`config.mk`:
```
export PLATFORM = sky130hd
export DESIGN_NAME = icp_cordic_cell
export DESIGN_NICKNAME = d
export VERILOG_FILES = /design/src/hw/rtl/icp_pkg.sv /design/src/hw/rtl/icp_cordic_cell.sv
export SDC_FILE = /design/constraint.sdc
export NUM_CORES = 1
export LEC_CHECK = 0
export ABC_AREA = 1
export BUFFER_PORTS_ARGS = -buffer_cell sky130_fd_sc_hd__buf_4
export CAP_MARGIN = 25
export CELL_PAD_IN_SITES_DETAIL_PLACEMENT = 0
export CELL_PAD_IN_SITES_GLOBAL_PLACEMENT = 1
export CORE_UTILIZATION = 37
export CTS_CLUSTER_SIZE = 20
export DETAILED_ROUTE_END_ITERATION = 8
export PLACE_DENSITY_LB_ADDON = 0.05
export SLEW_MARGIN = 25
export SYNTH_ARGS = -nofsm -noshare
export SYNTH_HDL_FRONTEND = slang
export SYNTH_SLANG_ARGS = --single-unit
```
`constraint.sdc`:
```
create_clock -name aclk -period 2.4 [get_ports aclk]
set_input_delay 0 -clock aclk [delete_from_list [all_inputs] [get_ports aclk]]
set_output_delay 0 -clock aclk [all_outputs]
set_load 0.005 [all_outputs]
```
`src/hw/rtl/icp_pkg.sv`:
```
`timescale 1ns / 1ps
// icp_pkg: shared types, widths, constants and the arctangent table for the
// complementary pitch estimator; no dependencies

package icp_pkg;

    localparam int CORDIC_STAGES_DEF = 16;
    localparam int ATAN_TABLE_LEN    = 24;

    localparam int RAW_W    = 16;   // raw samples, offsets, angles at the ports
    localparam int SAMPLE_W = 17;   // offset corrected samples
    localparam int XY_W     = 32;   // cordic vector components
    localparam int ANG_W    = 34;   // cordic angle accumulator, q2.30
    localparam int GW_W     = 50;   // gyro path times weight
    localparam int AP_W     = 34;   // accel pitch times complement weight
    localparam int TOT_W    = 51;   // blended sum, q45
    localparam int OUT_W    = 16;

    localparam logic signed [ANG_W-1:0] HALF_PI_Q30   = 34'sd1686629713;
    localparam logic signed [21:0]      GYRO_GAIN_Q40 = 22'sd1199399;

    // configuration register indexes
    localparam int CFG_IDX_W = 3;
    localparam logic [CFG_IDX_W-1:0] CFG_BLEND_WEIGHT   = 3'd0;
    localparam logic [CFG_IDX_W-1:0] CFG_LOOP_PERIOD_US = 3'd1;
    localparam logic [CFG_IDX_W-1:0] CFG_OFFSET_ACCEL_Y = 3'd2;
    localparam logic [CFG_IDX_W-1:0] CFG_OFFSET_ACCEL_Z = 3'd3;
    localparam logic [CFG_IDX_W-1:0] CFG_OFFSET_GYRO_X  = 3'd4;

    localparam logic [15:0] BLEND_WEIGHT_RST   = 16'd64225;
    localparam logic [15:0] LOOP_PERIOD_US_RST = 16'd1000;

    typedef struct packed {
        logic                    valid;
        logic                    zero;   // both accel components were zero
        logic signed [XY_W-1:0]  x;
        logic signed [XY_W-1:0]  y;
        logic signed [ANG_W-1:0] z;
    } cordic_vec_t;

    // atan(2^-i) truncated to q2.30
    function automatic logic signed [ANG_W-1:0] atan_q30(input int idx);
        logic signed [ANG_W-1:0] a;
        case (idx)
            0:       a = 34'sd843314856;
            1:       a = 34'sd497837829;
            2:       a = 34'sd263043836;
            3:       a = 34'sd133525158;
            4:       a = 34'sd67021686;
            5:       a = 34'sd33543515;
            6:       a = 34'sd16775850;
            7:       a = 34'sd8388437;
            8:       a = 34'sd4194282;
            9:       a = 34'sd2097149;
            10:      a = 34'sd1048575;
            11:      a = 34'sd524287;
            12:      a = 34'sd262143;
            13:      a = 34'sd131071;
            14:      a = 34'sd65535;
            15:      a = 34'sd32767;
            16:      a = 34'sd16383;
            17:      a = 34'sd8191;
            18:      a = 34'sd4095;
            19:      a = 34'sd2047;
            20:      a = 34'sd1023;
            21:      a = 34'sd511;
            22:      a = 34'sd255;
            23:      a = 34'sd127;
            default: a = '0;
        endcase
        return a;
    endfunction

endpackage

```
`src/hw/rtl/icp_cordic_cell.sv`:
```
`timescale 1ns / 1ps
// icp_cordic_cell: one registered vectoring cordic micro-rotation
// depends on icp_pkg

module icp_cordic_cell #(
    parameter int SHIFT = 0
) (
    input  logic                aclk,
    input  logic                aresetn,
    input  logic                en,
    input  icp_pkg::cordic_vec_t vec_in,
    output icp_pkg::cordic_vec_t vec_out
);
    import icp_pkg::*;

    cordic_vec_t vec_reg;
    cordic_vec_t vec_next;

    always_comb begin
        logic signed [XY_W-1:0]  x_in;
        logic signed [XY_W-1:0]  y_in;
        logic signed [XY_W-1:0]  dx;
        logic signed [XY_W-1:0]  dy;
        logic signed [ANG_W-1:0] z_in;
        logic signed [ANG_W-1:0] ang;
        x_in = vec_in.x;
        y_in = vec_in.y;
        z_in = vec_in.z;
        dx   = y_in >>> SHIFT;
        dy   = x_in >>> SHIFT;
        ang  = atan_q30(SHIFT);
        vec_next = vec_in;
        // rotate toward the x axis, sign of y picks the direction
        if (!y_in[XY_W-1]) begin
            vec_next.x = x_in + dx;
            vec_next.y = y_in - dy;
            vec_next.z = z_in + ang;
        end else begin
            vec_next.x = x_in - dx;
            vec_next.y = y_in + dy;
            vec_next.z = z_in - ang;
        end
    end

    always_ff @(posedge aclk) begin
        if (!aresetn) begin
            vec_reg.valid <= 1'b0;
        end else if (en) begin
            vec_reg <= vec_next;
        end
    end

    assign vec_out = vec_reg;

endmodule

```
## Word-level counts from Yosys, hierarchy flattened

Cells that the tools add are included.

| storage, ports and cells | value |
|---|---|
| register bits after elaboration | 100 |
| input bits | 103 |
| output and inout port bits | 100 |
| logic and storage cells | 12 |

| operators by class | value |
|---|---|
| add/sub/neg operators | 5 |
| multiplexer cells | 1 |
| reduce and logical (&&, ||, !) cells | 1 |

Operators by type and width:

| operator | number |
|---|---|
| 98-bit two-way mux | 1 |
| 32-bit subtractor | 2 |
| 34-bit by 31-bit adder with 34-bit output, second input constant | 1 |
| 34-bit by 31-bit subtractor with 34-bit output, second input constant | 1 |
| 32-bit adder | 1 |
| 2-bit AND reduction | 1 |

## Depth between registers and ports, before layout

| logic depth | value |
|---|---|
| word-level depth | 2 |
| gate-level depth with buffers | 17 |
| gate-level depth less buffers | 16 |

## Worst setup path after synthesis

Ideal clock, no wire load.

| path | value |
|---|---|
| path type | input port to flip-flop |
| start point | in aresetn |
| end point | reg vec_reg, in the netlist vec_out[0] (enable) |
| setup time | 451 ps |
| data arrival time | 1930 ps |
| required time | 1949 ps |
| setup slack | 19 ps |
| cell stages on the path | 2 |
| buffers on the path | 0 |
| cell sequence | nand2_1 inv_1 |

| between the ends | value |
|---|---|
| longest elaborated chain between the ends | 1 |

Ends and longest elaborated chain:

| element | line | text |
|---|---|---|
| start, declared | icp_cordic_cell.sv:9 | `input logic aresetn,` |
| 2-bit AND reduction (no source line) | - |  |
| end signal, assigned | icp_cordic_cell.sv:49 | `vec_reg <= vec_next;` |
| end, declared | icp_cordic_cell.sv:16 | `cordic_vec_t vec_reg;` |

No other way between the ends.
A chain may end at the register's enable or synchronous reset.

==> reports/qor.yml <==
ant_nets: 0
io_pins: 203
cts_max_level: 3
routed_wl_um: 44170
power_uw: 6613
antenna_cells: 0
cp-startpoint: "vec_in[3]"
root_buffer: "clkbuf_16"
synth_edf_count: 98
num_rows: 66
power_leakage_uw: 0.008016
worstMarginPinSlew_ns: 0.6518
worstSetupPathType: "in -> reg"
ys_ff_latch: 99
setup_viol: 0
placed_cell_area_um2: 14380
slowest_delay_ns: 0.54
endpoint: "vec_out[29]$_DFFE_PP_"
rrSetupSlack_ns: 1.23
path_common_cell: "nand2_1"
drt-wirelength-per-cell_um: 16.76
dieHeight_um: 184.9
hp-class: "in -> reg"
power.density_cell_area_nw_per_um2: 449.3
synthesis.area_um2: 12380
ir_worst_vdd_v: 0.0003501
final_common_cell: "nand2_1"
setup_tns_ns: 0
drive_above_1_share_pct: 12.63
largest_register_ff_count: 99
cts_made_buffers: 9
start_kind: "input pin"
outcome: "finished, final reports clean"
first_pass_iters: 7
synthArstFlopShare_pct: 0
worst-path-stages: 12
critPathCaptureType: "flip-flop"
fmax_ghz: 0.4776
mostFrequentLayoutCells: "700 x nand2_1, 355 x inv_1, 223 x buf_4"
overflow: 0
grt_pass1_wl_um: 68070
via_per_inst: 4.910
syn_avg_cell_area_um2: 6.223
fillers: 3675
finalCritPeriodShare_pct: 87.25
drt_iter0_drc: 861
drc_errors: 0
grt_use_total_pct: 26.26
cts_tree: "done"
crit_buf_inv: 2
final_cell_area_um2: 14720
fin_skew_ns: 0
synth.distinct_cells: 41
rsz0062_at_grt: "false"
ctsResizeCount: 0
period_needed_ns: 2.094
dp_hpwl_um: 37450
synth_fp_nets: 2229
maxSlewHeadroom_pct: 56.55
required_ns: 2.55
cts_buffer_depth: 2
path_max_fanout: 4
grt_max_degree: 58
crit_chain: "dlygate4sd3_1, buf_4, fa_1, nand3_1, nand2_1, nand3_1, nand2_1, a21oi_1, nand2b_1, nand2_1, nand2_1, nand2_1"
fin_hold_ws_ns: 0.03864
cp.arrival_ns: 2.24
worstRegToRegCells: 3
fp.dieW_um: 184.9
r2r-end: "vec_out[99]$_SDFFE_PN0P_"
vias: 12943
cts_sinks: 99
grt_pass1_vias: 12619
synth_seq_area_share_pct: 23.93
path_delay_family: "simple AND/OR/NAND/NOR gates"
clock_latency_ns: 0.37
drv_slew: 0
yosysWarnings: 0
hold_viol_final: 0
synth-main-ff-cell: "edfxtp_1"
die_area_um2: 34200
gp_congestion: 0.9165
layout.nets: 2429
r2r_start: "vec_out[99]$_SDFFE_PN0P_"
coreArea_um2: 32700
max_cap_violations: 0
io_buffers: 202
postCtsSetupBuffers: 0
area_growth_pct: 18.85
antenna_found_initial: 0
syn_inst: 1990
critical-path-slowest-cell: "dlygate4sd3_1"
start_util_pct: 37.87
path_clk_slew_ns: 0.08
[final cells by class]
type,instances,area (um^2),share of cell area (%)
Sequential cell,99,2963,20.13
Clock buffer,9,225.2,1.530
Inverter,363,1365,9.275
Multi-Input combinational cell,1485,7805,53.03
Timing Repair Buffer,232,1774,12.05
Clock inverter,6,32.53,0.2210
Tap cell,442,553.0,3.758
[worst min path at each step]
| stage | from | to | slack [ns] | cells after the start |
|---|---|---|---|---|
| after CTS | vec_in[33] | vec_out[33]$_DFFE_PP_ | 0.02 | 4 |
| final | vec_in[66] | vec_out[66]$_DFFE_PP_ | 0.04 | 3 |
| after detailed placement | vec_in[0] | vec_out[0]$_DFFE_PP_ | 0.18 | 1 |
| after global placement | vec_in[0] | vec_out[0]$_DFFE_PP_ | 0.18 | 1 |
| after floorplan | en | vec_out[99]$_SDFFE_PN0P_ | 0.09 | 1 |
| after global routing | vec_in[66] | vec_out[66]$_DFFE_PP_ | 0.05 | 3 |
[worst register-to-register path: cells and delay by family (launching register included)]
family / cells / cell delay, ns
compound gates: 2 / 0.20
flops: 1 / 0.31
buf+inv: 1 / 0.55
[cell usage after synthesis, types with 7 or more instances]
library cell	number	area share (%)
nor3_1	13	0.53
buf_2	16	0.65
inv_1	357	11
a21oi_1	113	4.6
nand3_1	177	7.2
nand4_1	30	1.5
o21ai_0	57	2.3
nand2_1	700	21
xor2_1	37	2.6
clkbuf_1	7	0.21
ha_1	132	13
nor2_1	137	4.2
nand2_2	13	0.66
o21bai_1	12	0.73
buf_4	19	1.2
nor2_2	9	0.45
edfxtp_1	98	24
[per-stage QoR]
stage / setup slack, ns / instances / utilization, %
2_1_floorplan: 0.01852 / 1990 / -
3_3_place_gp: 0.1270 / 2613 / 43.97
3_5_place_dp: 0.1340 / 2613 / 43.97
4_1_cts: 0.3208 / 2636 / 45.01
5_1_grt: 0.08450 / 2636 / 45.01
6_report: 0.3060 / 2636 / 45.01
[report_power, final]
part	internal [uW]	switching, uW
sequential	2150	66.1
clock	691	735
combinational	1080	1890
total	3920	2690
[metal layers]
layer / track usage (%) / routed length (um)
met3: 2.772 / 2253
met1: 34.01 / 20090
met2: 44.98 / 20500
met5: 0 / 0
met4: 9.355 / 1331
[kinds of logic (layout without fill, tap and decap cells)]
| family | Yosys count | count (layout) | synth area share, % |
|---|---|---|---|
| compound gates | 212 | 212 | 9.266 |
| xor+xnor | 42 | 42 | 2.971 |
| fa+ha+maj | 136 | 136 | 13.98 |
| buf+inv | 406 | 610 | 13.04 |
| flops | 99 | 99 | 23.93 |
| simple gates | 1095 | 1095 | 36.81 |
[what timing repair did]
item / in CTS / in global routing
endpoints found under the setup margin: 0 / 0
hold buffers: 8 / 0
hold endpoints to repair: 7 / 0
(Power assumes the default switching activity.)
