**config.mk**
```make
export PLATFORM = sky130hd
export DESIGN_NAME = icp_gyro_path
export DESIGN_NICKNAME = d
export VERILOG_FILES = /design/src/hw/rtl/icp_pkg.sv /design/src/hw/rtl/icp_gyro_path.sv
export SDC_FILE = /design/constraint.sdc
export NUM_CORES = 2
export LEC_CHECK = 0
export BUFFER_PORTS_ARGS = -buffer_cell sky130_fd_sc_hd__buf_2
export CAP_MARGIN = 20
export CELL_PAD_IN_SITES_DETAIL_PLACEMENT = 0
export CELL_PAD_IN_SITES_GLOBAL_PLACEMENT = 1
export CORE_UTILIZATION = 48
export DETAILED_ROUTE_END_ITERATION = 10
export PLACE_DENSITY_LB_ADDON = 0.1
export SETUP_SLACK_MARGIN = 0.3
export SLEW_MARGIN = 20
export SYNTH_ARGS = -nofsm -noshare
export SYNTH_HDL_FRONTEND = slang
export SYNTH_SLANG_ARGS = --single-unit
```
**constraint.sdc**
```tcl
create_clock -name aclk -period 8 [get_ports aclk]
set_input_delay 1.2 -clock aclk [delete_from_list [all_inputs] [get_ports aclk]]
set_output_delay 1.2 -clock aclk [all_outputs]
set_load 0.01 [all_outputs]
```
**src/hw/rtl/icp_pkg.sv**
```systemverilog
`timescale 1ns / 1ps
// icp_pkg: shared types, widths, constants and the arctangent table for the
// complementary pitch estimator; no dependencies

package icp_pkg;

    localparam int CORDIC_STAGES_DEF = 16;
    localparam int ATAN_TABLE_LEN    = 24;

    localparam int RAW_W    = 16;   // raw samples, offsets, angles at the ports
    localparam int SAMPLE_W = 17;   // offset corrected samples
    localparam int XY_W     = 32;   // cordic vector components
    localparam int ANG_W    = 34;   // cordic angle accumulator, q2.30
    localparam int GW_W     = 50;   // gyro path times weight
    localparam int AP_W     = 34;   // accel pitch times complement weight
    localparam int TOT_W    = 51;   // blended sum, q45
    localparam int OUT_W    = 16;

    localparam logic signed [ANG_W-1:0] HALF_PI_Q30   = 34'sd1686629713;
    localparam logic signed [21:0]      GYRO_GAIN_Q40 = 22'sd1199399;

    // configuration register indexes
    localparam int CFG_IDX_W = 3;
    localparam logic [CFG_IDX_W-1:0] CFG_BLEND_WEIGHT   = 3'd0;
    localparam logic [CFG_IDX_W-1:0] CFG_LOOP_PERIOD_US = 3'd1;
    localparam logic [CFG_IDX_W-1:0] CFG_OFFSET_ACCEL_Y = 3'd2;
    localparam logic [CFG_IDX_W-1:0] CFG_OFFSET_ACCEL_Z = 3'd3;
    localparam logic [CFG_IDX_W-1:0] CFG_OFFSET_GYRO_X  = 3'd4;

    localparam logic [15:0] BLEND_WEIGHT_RST   = 16'd64225;
    localparam logic [15:0] LOOP_PERIOD_US_RST = 16'd1000;

    typedef struct packed {
        logic                    valid;
        logic                    zero;   // both accel components were zero
        logic signed [XY_W-1:0]  x;
        logic signed [XY_W-1:0]  y;
        logic signed [ANG_W-1:0] z;
    } cordic_vec_t;

    // atan(2^-i) truncated to q2.30
    function automatic logic signed [ANG_W-1:0] atan_q30(input int idx);
        logic signed [ANG_W-1:0] a;
        case (idx)
            0:       a = 34'sd843314856;
            1:       a = 34'sd497837829;
            2:       a = 34'sd263043836;
            3:       a = 34'sd133525158;
            4:       a = 34'sd67021686;
            5:       a = 34'sd33543515;
            6:       a = 34'sd16775850;
            7:       a = 34'sd8388437;
            8:       a = 34'sd4194282;
            9:       a = 34'sd2097149;
            10:      a = 34'sd1048575;
            11:      a = 34'sd524287;
            12:      a = 34'sd262143;
            13:      a = 34'sd131071;
            14:      a = 34'sd65535;
            15:      a = 34'sd32767;
            16:      a = 34'sd16383;
            17:      a = 34'sd8191;
            18:      a = 34'sd4095;
            19:      a = 34'sd2047;
            20:      a = 34'sd1023;
            21:      a = 34'sd511;
            22:      a = 34'sd255;
            23:      a = 34'sd127;
            default: a = '0;
        endcase
        return a;
    endfunction

endpackage

```
**src/hw/rtl/icp_gyro_path.sv**
```systemverilog
`timescale 1ns / 1ps
// icp_gyro_path: gyro increment, prior angle sum, weight product and an
// alignment delay line; depends on icp_pkg

module icp_gyro_path #(
    parameter int DELAY = 13
) (
    input  logic                                    aclk,
    input  logic                                    en,
    input  logic signed [icp_pkg::SAMPLE_W-1:0]     gx,
    input  logic signed [icp_pkg::RAW_W-1:0]        prior,
    input  logic        [icp_pkg::RAW_W-1:0]        dt,
    input  logic        [icp_pkg::RAW_W-1:0]        weight,
    output logic signed [icp_pkg::GW_W-1:0]         gw
);
    import icp_pkg::*;

    localparam int M1_W  = SAMPLE_W + RAW_W + 1;
    localparam int M2_W  = M1_W + 22;
    localparam int INC_W = 30;
    localparam int GP_W  = 33;

    logic signed [M1_W-1:0]  m1_reg;
    logic signed [M2_W-1:0]  m2_reg;
    logic signed [RAW_W-1:0] prior_d1_reg;
    logic signed [RAW_W-1:0] prior_d2_reg;
    logic signed [GP_W-1:0]  gp_reg;
    logic signed [GW_W-1:0]  gw_reg;
    logic signed [GW_W-1:0]  dly_reg [DELAY];

    logic signed [M2_W-1:0]  m2_rnd;
    logic signed [INC_W-1:0] inc;

    // round the increment to q2.29 scale
    assign m2_rnd = m2_reg + M2_W'(signed'(25'sd8388608));
    assign inc    = INC_W'(m2_rnd >>> 24);

    always_ff @(posedge aclk) begin
        if (en) begin
            m1_reg       <= M1_W'(gx * $signed({1'b0, dt}));
            m2_reg       <= M2_W'(m1_reg * GYRO_GAIN_Q40);
            // prior angle walks beside the two multiplier stages
            prior_d1_reg <= prior;
            prior_d2_reg <= prior_d1_reg;
            gp_reg       <= (GP_W'(prior_d2_reg) <<< 16) + GP_W'(inc);
            gw_reg       <= GW_W'(gp_reg * $signed({1'b0, weight}));
            dly_reg[0]   <= gw_reg;
            for (int i = 1; i < DELAY; i++) begin
                dly_reg[i] <= dly_reg[i-1];
            end
        end
    end

    assign gw = dly_reg[DELAY-1];

endmodule

```
* Yosys cells after proc, flatten, opt, wreduce, memory -nomap -nowiden *
Memories as Yosys holds them, arrays and structs flattened.
Index checks and enable logic that the tools add are counted.

word-level totals
  input port bits = 67
  RAM bits = 650
  output and inout bits = 50
  word-level logic and storage cells = 14
  bits in registers = 203
  memories kept = 1

memories
  name     words  width  rd ports  clocked after Yosys merged registers in  write ports  RTL line             text
  dly_reg  13     50     13        0                                        13           icp_gyro_path.sv:29  logic signed [GW_W-1:0] dly_reg [DELAY];

cells by class
  muxes and demuxes = 2
  multiply operators = 3
  $add $sub $neg = 2

operators with widths
  kind                    number
  $add 54x25->54 const B  1
  $mul 34x22->54 const B  1
  $mul 33x17->50          1
  $mul 17x17->34          1
  $add 32x30->33          1
  $mux 1                  2

* Longest topological paths before layout *
  depth in word-level cells = 2
  depth in mapped cells = 26

* Worst setup path after synthesis *
OpenSTA, ideal clock, no wires.

  path kind = flip-flop to flip-flop
  start point = register m1_reg[33]
  end point = register m2_reg[47], data pin
  path buffers = 1
  path slack = 0.506 ns
  setup time = 0.258 ns
  data required time = 7.742 ns
  clock period less this slack = 7.494 ns
  data arrival time = 7.237 ns
  cell stages (with the launch flop) = 25
  path through = edfxtp_1 > clkbuf_1 > clkinv_1 > fa_1 > inv_1 > ha_1 > inv_1 > fa_1 > inv_1 > fa_1 > inv_1 > fa_1 > inv_1 > fa_1 > ha_1 > a21o_1 > a21o_1 > a21o_1 > nand2b_4 > or2_4 > o21ai_4 > nor3_2 > a2111oi_4 > o21bai_1 > xnor2_1

on the way
  longest elaborated chain between the ends = 1

RTL lines
  element                   RTL line             text
  start: declaration        icp_gyro_path.sv:23  logic signed [M1_W-1:0] m1_reg;
  start signal: assignment  icp_gyro_path.sv:40  m1_reg <= M1_W'(gx * $signed({1'b0, dt}));
  $mul 34x22->54            icp_gyro_path.sv:41  m2_reg <= M2_W'(m1_reg * GYRO_GAIN_Q40);
  end signal: assignment    icp_gyro_path.sv:41
  end: declaration          icp_gyro_path.sv:24  logic signed [M2_W-1:0] m2_reg;

Every way passes these cells.
A chain may end at the register's enable or synchronous reset.

* Worst setup path after layout *
  start point = input weight[8] in the netlist's numbering
  end point = register gw_reg[49], data pin

on the way
  longest elaborated chain between the ends = 1

RTL lines
  element                 RTL line             text
  start: declaration      icp_gyro_path.sv:13  input logic [icp_pkg::RAW_W-1:0] weight,
  $mul 33x17->50          icp_gyro_path.sv:46  gw_reg <= GW_W'(gp_reg * $signed({1'b0, weight}));
  end signal: assignment  icp_gyro_path.sv:46
  end: declaration        icp_gyro_path.sv:28  logic signed [GW_W-1:0] gw_reg;

Every way passes these cells.

==> metrics.csv <==
stage,metric,value,unit
layout,area_delta_synth_final,9.270,%
sta,clock_skew,0.03117,ns
floorplanning,ios,117,
clock_network,cts_tree,done,
sta,worstMarginPinSlew,1.035,ns
sta,rsz0062_at_grt,false,
synth,syn_area_per_cell,12.06,um2
clock_network,holdBufCountCts,0,
floorplanning,die_h,374.1,um
sta,hold_viol,0,
clock_network,clk_pin_slew_worst_paths,0.06,ns
clock_network,root_buffer,clkbuf_16,
drt,postRouteAntennaNets,0,
worst_setup_path,cp.required,8.42,ns
worst_setup_path,endpoint_kind,flip-flop,
sta,min_period,7.415,ns
placement,hpwlAfterDp,112900,um
worst_setup_path,start_kind,primary input,
global_routing,grt_usage,21.43,%
placement,placed_area,69660,um2
sta,drv_slew,0,
synth,synth_cells,5510,
worst_setup_path,slowest_stage,fa_1,
worst_setup_path,worstPathMaxFanout,13,
global_routing,grt_max_degree,185,
worst_setup_path,crit_buf_inv,7,
layout,final_layout_size_suffix_gt1_share,6.691,%
synth,synth_cell_types,71,
worst_setup_path,critPathKind,primary input to flip-flop,
worst_setup_path,cpMostUsedCell,fa_1,
drt,wl,141700,um
synth,ys_seq_area_share,37.51,%
drt,drc,0,
sta,period_share,92.69,%
placement,port_buffers,116,
synth,ys_seq_elements,830,
layout,insertedDiodeCount,0,
synth,synthFlopType,edfxtp_1,
floorplanning,dieArea,139900,um2
floorplanning,rows,136,
synth,async_flop_share,0,%
clock_network,insertion_delay,0.69,ns
worst_hold_path,hp-class,flip-flop to flip-flop,
drt,first_pass_iters,5,
floorplanning,die_w,374.1,um
flow_run,cap_violations,0,
outcome,outcome,"complete, no violations",
worst_setup_path,crit_arrival,7.83,ns
sta,final-setup-viol-count,0,
global_routing,first_global_vias,40920,
floorplanning,core_area,137500,um2
placement,place_congestion,0.8588,
synth,synth_fp_nets,7068,
synth,synth_edf_count,830,
drt,drtIter0Drc,2003,
placement,pre_cts_ws,-0.2590,ns
sta,max-slew-margin-rel,30.97,%
sta,fmax,0.1349,GHz
clock_network,cts_sinks,830,
worst_setup_path,slowest_delay,0.59,ns
drt,viasPerCell,4.949,
floorplanning,initial_core_util,48.33,%
layout,final_area,72610,um2
clock_network,htree_levels,3,
drt,vias,37430,
sta,fin_ws,0.5845,ns
global_routing,grt_pass1_wl,230600,um
drt,detail_route.wl_per_cell,18.73,um
global_routing,grt_overflow_total,0,
clock_network,cts_buffers,88,
layout,largest_reg_flops,650,
global_routing,antenna_found_initial,6,
synth,syn_area,66450,um2
synth,yosysWarnings,0,
clock_network,clockBufferDepth,3,
layout,final_nets,7259,
worst_setup_path,crit_family,adder cells,
-- worst register-to-register path: stages (launching register included) --
cell      delay (ns)
edfxtp_1        0.93
nand2_1         0.19
fa_1            0.57
inv_1           0.06
fa_1            0.50
fa_1            0.57
fa_1            0.42
fa_1            0.49
inv_1           0.05
fa_1            0.47
inv_1           0.04
ha_1            0.30
a21oi_1         0.18
o21ai_1         0.12
a311oi_1        0.46
nor2_1          0.20
a211oi_2        0.33
buf_4           0.17
o21ai_1         0.06
buf_4           0.16
a211oi_2        0.28
o21ai_2         0.11
a311oi_2        0.29
xnor2_1         0.11
-- area by class of cell --
class,count,area (um2)
Clock buffer,110,2285
Sequential cell,830,24920
Inverter,1452,5450
Clock inverter,48,519.2
Timing Repair Buffer,230,1584
Multi-Input combinational cell,3099,35600
Fill cell,12070,64880
Tap cell,1794,2245
-- path summary, 6_finish.rpt --
| check | depth (start not counted) | slack [ns] | to | startpoint |
|---|---|---|---|---|
| min reg2reg | 0 | 0.39 | dly_reg[1][78]$_DFFE_PP_ | dly_reg[1][28]$_DFFE_PP_ |
| max reg2reg | 23 | 0.68 | gw_reg[49]$_DFFE_PP_ | gp_reg[10]$_DFFE_PP_ |
| min | 0 | 0.39 | dly_reg[1][78]$_DFFE_PP_ | dly_reg[1][28]$_DFFE_PP_ |
| max | 25 | 0.58 | gw_reg[49]$_DFFE_PP_ | weight[8] |
-- placed cells by master (no fill, tap or decap), types with 16 or more instances in the layout --
cell and n:
inv_1 1451, fa_1 1041, edfxtp_1 830, nand2_1 549
ha_1 450, and2_1 317, xnor2_1 127, a21oi_1 119
buf_2 115, buf_4 103, clkbuf_16 88, nor2_1 65
o21ai_0 53, xor2_1 52, a21o_1 49, nand3_1 31
o21bai_1 25, clkbuf_1 22, nand2b_1 21, and3_1 20
nor2b_1 18, nand4_1 16
-- cell families (layout without fill, tap and decap cells) --
kind of cell / count (synthesis) / after routing / synth area share, %
multiplexers: 3 / 3 / 0.04519
XOR/XNOR: 179 / 179 / 2.359
AND/OR/NAND/NOR: 1069 / 1069 / 7.732
buffers and inverters: 1581 / 1840 / 8.931
flip-flops: 830 / 830 / 37.51
AO/OA/AOI/OAI: 357 / 357 / 3.587
adder cells (fa/ha/maj): 1491 / 1491 / 39.84
-- metal layers --
layer  share of wire, %  global-route usage [%]
met5             0.0078                       0
met4                2.6                   6.103
met3                4.7                   3.227
met2                 49                   35.60
met1                 44                   29.29
-- cell usage after synthesis, drive strengths merged, types with 16 or more instances --
cell type / instances / area [um2]
inv: 1451 / 5446
fa: 1041 / 20840
edfxtp: 830 / 24920
nand2: 550 / 2067
ha: 450 / 5630
and2: 317 / 1983
clkbuf: 128 / 480.5
xnor2: 127 / 1112
a21oi: 124 / 646.9
nor2: 66 / 250.2
o21ai: 66 / 352.8
xor2: 52 / 455.4
a21o: 50 / 376.6
nand3: 31 / 155.2
o21bai: 25 / 187.7
nand2b: 22 / 145.1
and3: 21 / 132.6
nor2b: 18 / 112.6
nand4: 16 / 100.1
-- metrics by stage --
step,hold slack (ns),util (%),instances,TNS (ns)
after floorplan,0.4003,-,5510,0
after global placement,0.4004,50.66,7394,-0.3880
after detailed placement,0.4045,50.66,7394,-0.5124
after CTS,0.3852,52.70,7552,0
after global routing,0.4021,52.81,7563,0
final,0.3892,52.81,7563,0
-- timing repair --
item	CTS	global route
setup endpoints to repair	0	4
hold endpoints to repair	0	0
gates resized for setup	0	2
setup buffers	0	11
Power is not shown: default switching activity piles up to over one toggle a cycle in this logic, so the estimate is an artifact.
