--- src/hw/rtl/icp_pkg.sv ---
`timescale 1ns / 1ps
// icp_pkg: shared types, widths, constants and the arctangent table for the
// complementary pitch estimator; no dependencies

package icp_pkg;

    localparam int CORDIC_STAGES_DEF = 16;
    localparam int ATAN_TABLE_LEN    = 24;

    localparam int RAW_W    = 16;   // raw samples, offsets, angles at the ports
    localparam int SAMPLE_W = 17;   // offset corrected samples
    localparam int XY_W     = 32;   // cordic vector components
    localparam int ANG_W    = 34;   // cordic angle accumulator, q2.30
    localparam int GW_W     = 50;   // gyro path times weight
    localparam int AP_W     = 34;   // accel pitch times complement weight
    localparam int TOT_W    = 51;   // blended sum, q45
    localparam int OUT_W    = 16;

    localparam logic signed [ANG_W-1:0] HALF_PI_Q30   = 34'sd1686629713;
    localparam logic signed [21:0]      GYRO_GAIN_Q40 = 22'sd1199399;

    // configuration register indexes
    localparam int CFG_IDX_W = 3;
    localparam logic [CFG_IDX_W-1:0] CFG_BLEND_WEIGHT   = 3'd0;
    localparam logic [CFG_IDX_W-1:0] CFG_LOOP_PERIOD_US = 3'd1;
    localparam logic [CFG_IDX_W-1:0] CFG_OFFSET_ACCEL_Y = 3'd2;
    localparam logic [CFG_IDX_W-1:0] CFG_OFFSET_ACCEL_Z = 3'd3;
    localparam logic [CFG_IDX_W-1:0] CFG_OFFSET_GYRO_X  = 3'd4;

    localparam logic [15:0] BLEND_WEIGHT_RST   = 16'd64225;
    localparam logic [15:0] LOOP_PERIOD_US_RST = 16'd1000;

    typedef struct packed {
        logic                    valid;
        logic                    zero;   // both accel components were zero
        logic signed [XY_W-1:0]  x;
        logic signed [XY_W-1:0]  y;
        logic signed [ANG_W-1:0] z;
    } cordic_vec_t;

    // atan(2^-i) truncated to q2.30
    function automatic logic signed [ANG_W-1:0] atan_q30(input int idx);
        logic signed [ANG_W-1:0] a;
        case (idx)
            0:       a = 34'sd843314856;
            1:       a = 34'sd497837829;
            2:       a = 34'sd263043836;
            3:       a = 34'sd133525158;
            4:       a = 34'sd67021686;
            5:       a = 34'sd33543515;
            6:       a = 34'sd16775850;
            7:       a = 34'sd8388437;
            8:       a = 34'sd4194282;
            9:       a = 34'sd2097149;
            10:      a = 34'sd1048575;
            11:      a = 34'sd524287;
            12:      a = 34'sd262143;
            13:      a = 34'sd131071;
            14:      a = 34'sd65535;
            15:      a = 34'sd32767;
            16:      a = 34'sd16383;
            17:      a = 34'sd8191;
            18:      a = 34'sd4095;
            19:      a = 34'sd2047;
            20:      a = 34'sd1023;
            21:      a = 34'sd511;
            22:      a = 34'sd255;
            23:      a = 34'sd127;
            default: a = '0;
        endcase
        return a;
    endfunction

endpackage

--- src/hw/rtl/icp_out_buf.sv ---
`timescale 1ns / 1ps
// icp_out_buf: two-entry output register queue for the result stream
// depends on icp_pkg for nothing but the import convention

module icp_out_buf #(
    parameter int W = 16
) (
    input  logic         aclk,
    input  logic         aresetn,
    input  logic         push,
    input  logic [W-1:0] din,
    output logic         full,
    output logic         m_tvalid,
    input  logic         m_tready,
    output logic [W-1:0] m_tdata
);
    import icp_pkg::*;

    logic [1:0]   cnt_reg;
    logic [W-1:0] e0_reg;
    logic [W-1:0] e1_reg;
    logic         pop;

    assign pop      = m_tvalid & m_tready;
    assign m_tvalid = (cnt_reg != 2'd0);
    assign full     = (cnt_reg == 2'd2);
    assign m_tdata  = e0_reg;

    always_ff @(posedge aclk) begin
        if (!aresetn) begin
            cnt_reg <= 2'd0;
        end else begin
            case ({push, pop})
                2'b10:   cnt_reg <= cnt_reg + 2'd1;
                2'b01:   cnt_reg <= cnt_reg - 2'd1;
                default: cnt_reg <= cnt_reg;
            endcase
        end
    end

    always_ff @(posedge aclk) begin
        case ({push, pop})
            2'b11: begin
                if (cnt_reg == 2'd1) begin
                    e0_reg <= din;
                end else begin
                    e0_reg <= e1_reg;
                    e1_reg <= din;
                end
            end
            2'b10: begin
                if (cnt_reg == 2'd0) begin
                    e0_reg <= din;
                end else begin
                    e1_reg <= din;
                end
            end
            2'b01: begin
                e0_reg <= e1_reg;
            end
            default: begin
            end
        endcase
    end

endmodule
--- config.mk ---
export PLATFORM = sky130hd
export DESIGN_NAME = icp_out_buf
export DESIGN_NICKNAME = d
export VERILOG_FILES = /design/src/hw/rtl/icp_pkg.sv /design/src/hw/rtl/icp_out_buf.sv
export SDC_FILE = /design/constraint.sdc
export NUM_CORES = 1
export LEC_CHECK = 0
export ABC_AREA = 1
export BUFFER_PORTS_ARGS = -buffer_cell sky130_fd_sc_hd__clkbuf_2
export CORE_AREA = 5 5 68 70
export DETAILED_ROUTE_END_ITERATION = 12
export DIE_AREA = 0 0 73 75
export HOLD_SLACK_MARGIN = 0.02
export PLACE_DENSITY = 0.74
export SETUP_SLACK_MARGIN = 0.3
export SKIP_CTS_REPAIR_TIMING = 1
export SLEW_MARGIN = 10
export SYNTH_ARGS = -nofsm -noshare
export SYNTH_HDL_FRONTEND = slang
export SYNTH_SLANG_ARGS = --single-unit
--- constraint.sdc ---
create_clock -name aclk -period 6.5 [get_ports aclk]
set_clock_uncertainty 0.05 [all_clocks]
set_input_delay 1.3 -clock aclk [delete_from_list [all_inputs] [get_ports aclk]]
set_output_delay 1.3 -clock aclk [all_outputs]
set_load 0.005 [all_outputs]
# Word-level counts from Yosys, hierarchy flattened
# Cells that the tools add are included.
[word_totals]
reg_bits = 34
latch_bits = 0
mem_bits_rw = 0
rom_bits = 0
output_inout_bits = 18
word_cells = 28
n_memories = 0
[classes]
n_addsub = 2
mul = 0
n_div = 0
magnitude_cmp = 0
n_eq_ne = 8
shifts = 0
n_mux = 7
bitwise = 1
reduce_logical = 7
[ops]
columns = ["op", "count"]
rows = [
  ["16-bit 2-to-1 mux", 4],
  ["16-bit one-hot mux with 3 select lines", 1],
  ["16-bit one-hot mux with 2 select lines", 1],
  ["2-bit == test, second input constant", 3],
  ["2-bit != test, second input constant", 3],
  ["2-bit nonzero test", 3],
  ["2-bit by 1-bit == test with 1-bit output, second input constant", 2],
  ["2-bit one-hot mux with 2 select lines", 1],
  ["3-bit AND reduction", 1],
  ["3-bit nonzero test", 1],
  ["2-bit by 1-bit adder with 2-bit output, second input constant", 1],
  ["2-bit zero test", 1],
  ["2-bit AND reduction", 1],
  ["2-bit by 1-bit subtractor with 2-bit output, second input constant", 1],
  ["1-bit AND", 1],
]

# Logic depth before layout (Yosys ltp)
[depth]
word_depth = 5
mapped_depth = 12
depth_no_buf = 11

# Least setup slack after synthesis
# No wires, ideal clock.
[synth_path]
path_type = "in2reg"
startpoint = "in m_tready"
endpoint = "reg e1_reg[0] (enable)"
setup_ps = 389
arrival_ps = 2650
t_required_ps = 6061
path_slack_ps = 3411
cell_stages = 7
path_buffers = 2
path_cell_list = "nand2_1 -> ha_1 -> buf_4 -> buf_2 -> nand2_1 -> nand2_1 -> nor2_1"
[synth_via]
elab_chain_len = 4
word_cells_on_any_way = 7
[synth_lines]
columns = ["element", "line_no", "source"]
rows = [
  ["from (decl)", "icp_out_buf.sv:14", "input logic m_tready,"],
  ["1-bit AND (*)", "icp_out_buf.sv:24", "assign pop = m_tvalid & m_tready;"],
  ["2-bit == test", "icp_out_buf.sv:42", "case ({push, pop})"],
  ["2-bit != test (no line) or 2-bit nonzero test (tied branches)", "--", ""],
  ["3-bit AND reduction (no line) (*)", "--", ""],
  ["to (signal assigned)", "icp_out_buf.sv:48", "e1_reg <= din;"],
  ["to (signal assigned)", "icp_out_buf.sv:55", "e1_reg <= din;"],
  ["to (decl)", "icp_out_buf.sv:21", "logic [W-1:0] e1_reg;"],
]
# Every way passes the cells marked *; elsewhere a longest branch is shown, timed or not.
# A chain may end at the register's enable or synchronous reset.

# Worst setup path after layout
[layout_path]
startpoint = "in m_tready"
endpoint = "reg e0_reg[1] (netlist: m_tdata[1]) (data pin)"
[layout_via]
elab_chain_len = 3
word_cells_on_any_way = 5
[layout_lines]
columns = ["element", "line_no", "source"]
rows = [
  ["1-bit AND (*)", "icp_out_buf.sv:24", ""],
  ["2-bit by 1-bit == test with 1-bit output or 2-bit == test (tied branches)", "icp_out_buf.sv:42", ""],
  ["16-bit one-hot mux with 3 select lines (*)", "icp_out_buf.sv:42", ""],
  ["to (signal assigned)", "icp_out_buf.sv:45", "e0_reg <= din;"],
  ["to (signal assigned)", "icp_out_buf.sv:47", "e0_reg <= e1_reg;"],
  ["to (signal assigned)", "icp_out_buf.sv:53", "e0_reg <= din;"],
  ["to (decl)", "icp_out_buf.sv:20", "logic [W-1:0] e0_reg;"],
]
# Marked as above.

==> reports/qor.yml <==
coreArea_um2: 3910
synth_cell_types: 17
antenna-diode-count: 0
synth_fp_nets: 218
io_pins: 38
die_w_um: 73
timing.max_slew.rel_slack: 0.512
ctsHtreeMaxLevel: 2
min_period_ns: 3.14
num_vias: 1346
max-clock-path-buffers: 2
cts_made_buffers: 5
place.port_buffers: 37
drv_slew: 0
floorplan.die_area_um2: 5480
worst_ep_required_time_ns: 6.47
initial_utilization: 0.442
endpoint_kind: "flip-flop"
ant_nets: 0
power_switching_share: 0.327
synthesis.area_per_instance_um2: 9.05
p_r_area_growth_vs_syn_pct: 15.9
final_layout_size_suffix_gt1_frac: 0.202
yosysSeqAreaShare: 0.579
nNetsFinal: 255
post-dp-hpwl_um: 2420
grt_start_max_net_pins: 21
post_synth_instance_area_um2: 1730
grt_remaining_overflow: 0
cp_data_arrival_time_ns: 3.11
pwr-share-seq: 0.486
r2r_slack_ns: 3.77
rows: 23
netlist.top_cell.by_area: "sky130_fd_sc_hd__edfxtp_1"
run_status: "completed"
clock_latency_ns: 0.28
drtIter0Drc: 91
worst_ir_drop_vdd_v: 0.000213
synth_top_area_frac: 0.556
maximum_fanout_count_along_the_critical_path: 20
grt_first_pass_wirelength_um: 6130
synth-seq-cells: 34
vias_in_the_first_global_route: 1290
cts.root.buffer_cell: "sky130_fd_sc_hd__clkbuf_8"
finalSetupViolCount: 0
maxCapViolations: 0
clkSlewWorstSetupHoldPaths_ns: 0.07
first_pass_iteration_count_of_the_detailed_router: 4
power_leakage_uw: 0.000895
worst_margin_slew_ns: 0.732
element_type_at_the_critical_path_start: "input pin"
place_congestion: 0.771
final_hold_viol_count: 0
fmax_mhz: 318
numClockSinks: 34
min_period_over_period: 0.483
final_core_utilization: 0.512
type_of_the_setup_path_with_the_least_slack: "in -> reg"
post_synth_inst_count: 191
powerDensity_nw_per_um2: 347
power.share.clock: 0.210
chipHeight_um: 75
fin_tns_setup_ns: 0
drt_drc_violations_left: 0
power.net_switching_uw: 228
wirelength_um: 3690
seqCellArea_um2: 1000
gr-usage-all-layers: 0.150
internal-power_uw: 468
yosysWarnings: 0
initial_antenna_violation_count: 0
combPwrFrac: 0.303
synthTopCellsByArea: "sky130_fd_sc_hd__edfxtp_1 56%, sky130_fd_sc_hd__nand2_1 16%, sky130_fd_sc_hd__o21ai_0 5.8%, sky130_fd_sc_hd__ha_1 5.1%, sky130_fd_sc_hd__nor2_1 3.9%"
rsz_0062_raised_after_global_routing: "no"
fillerInstances: 376
worstHoldPathType: "reg -> reg"
cts_tree: "built"
post_dr_wirelength_cell_um: 13.3
routed_via_density: 4.84
multiInputGateArea_um2: 619
cells by family (layout without fill, tap and decap cells):
group | after synthesis | in the layout | share of synthesized area
buffers and inverters | 21 | 58 | 0.0629
AOI/OAI and AO/OA | 35 | 35 | 0.101
DFF | 34 | 34 | 0.579
adders and majority gates | 7 | 7 | 0.0506
and+or+nand+nor | 94 | 94 | 0.206
per-layer routing:
layer  vias up  wire length (µm)  GRT usage
met1       607              1720      0.187
met4         0                34     0.0615
met2        40              1710      0.241
met5         -                 0          0
li1        697                 -          -
met3         2               229     0.0467
metrics by stage:
stage	total power, µW	instance area, µm²	hold WS, ns	worst slack [ns]	std cells
after global routing	747	2000	0.489	3.14	278
after floorplan	477	1730	0.420	3.41	191
after CTS	704	2000	0.462	3.39	278
final	696	2000	0.459	3.36	278
after global placement	553	1930	0.445	3.12	271
after detailed placement	557	1930	0.451	3.07	271
critical path, stage by stage:
cell and delay [ns]:
sky130_fd_sc_hd__clkbuf_2 0.08, sky130_fd_sc_hd__nand2_1 0.09, sky130_fd_sc_hd__inv_1 0.08, sky130_fd_sc_hd__ha_1 0.65, sky130_fd_sc_hd__clkinv_1 0.60, sky130_fd_sc_hd__nand2_1 0.20
sky130_fd_sc_hd__o21ai_0 0.10
cell usage in the layout (no fill, tap or decap):
cell type	synthesis	final
sky130_fd_sc_hd__inv_1	10	10
sky130_fd_sc_hd__o21ai_1	13	14
sky130_fd_sc_hd__dfxtp_1	2	2
sky130_fd_sc_hd__clkinv_1	1	1
sky130_fd_sc_hd__o21ai_0	20	19
sky130_fd_sc_hd__inv_2	1	1
sky130_fd_sc_hd__clkbuf_8	0	5
sky130_fd_sc_hd__buf_4	4	2
sky130_fd_sc_hd__nand2_1	74	74
sky130_fd_sc_hd__edfxtp_1	32	32
sky130_fd_sc_hd__clkbuf_2	0	37
sky130_fd_sc_hd__ha_1	7	7
sky130_fd_sc_hd__clkbuf_1	0	2
sky130_fd_sc_hd__a21oi_1	2	2
sky130_fd_sc_hd__nand3_1	1	1
sky130_fd_sc_hd__nor2_1	18	18
sky130_fd_sc_hd__nor2_2	1	1
worst paths after layout:
| kind | from | to | depth (start not counted) |
|---|---|---|---|
| max | m_tready | m_tdata[1]$_DFFE_PP_ | 7 |
| min | cnt_reg[0]$_SDFFE_PN0N_ | cnt_reg[0]$_SDFFE_PN0N_ | 2 |
| max reg2reg | cnt_reg[0]$_SDFFE_PN0N_ | m_tdata[1]$_DFFE_PP_ | 9 |
| min reg2reg | cnt_reg[0]$_SDFFE_PN0N_ | cnt_reg[0]$_SDFFE_PN0N_ | 2 |
power by group through the flow:
stage / Combinational, µW / Sequential, µW / Clock, µW
floorplan: 130 / 347 / 0
global placement: 209 / 343 / 0
detailed placement: 214 / 343 / 0
CTS: 214 / 339 / 151
global route: 242 / 345 / 160
finish: 211 / 339 / 147
area by class of cell:
| type | count | share of cell area |
|---|---|---|
| clock buffers | 7 | 0.0381 |
| inverters | 12 | 0.0225 |
| multi-input cells | 136 | 0.309 |
| flip-flops and latches | 34 | 0.499 |
| well taps | 50 | 0.0312 |
| repair buffers | 39 | 0.0999 |
cell usage after synthesis, drive strengths merged:
| library cell | instances |
|---|---|
| nand2 | 74 |
| o21ai | 33 |
| edfxtp | 32 |
| nor2 | 19 |
| inv | 11 |
| buf | 8 |
| ha | 7 |
| a21oi | 2 |
| dfxtp | 2 |
| clkbuf | 1 |
| clkinv | 1 |
| nand3 | 1 |
No activity file was read; power rests on OpenSTA's default activity.
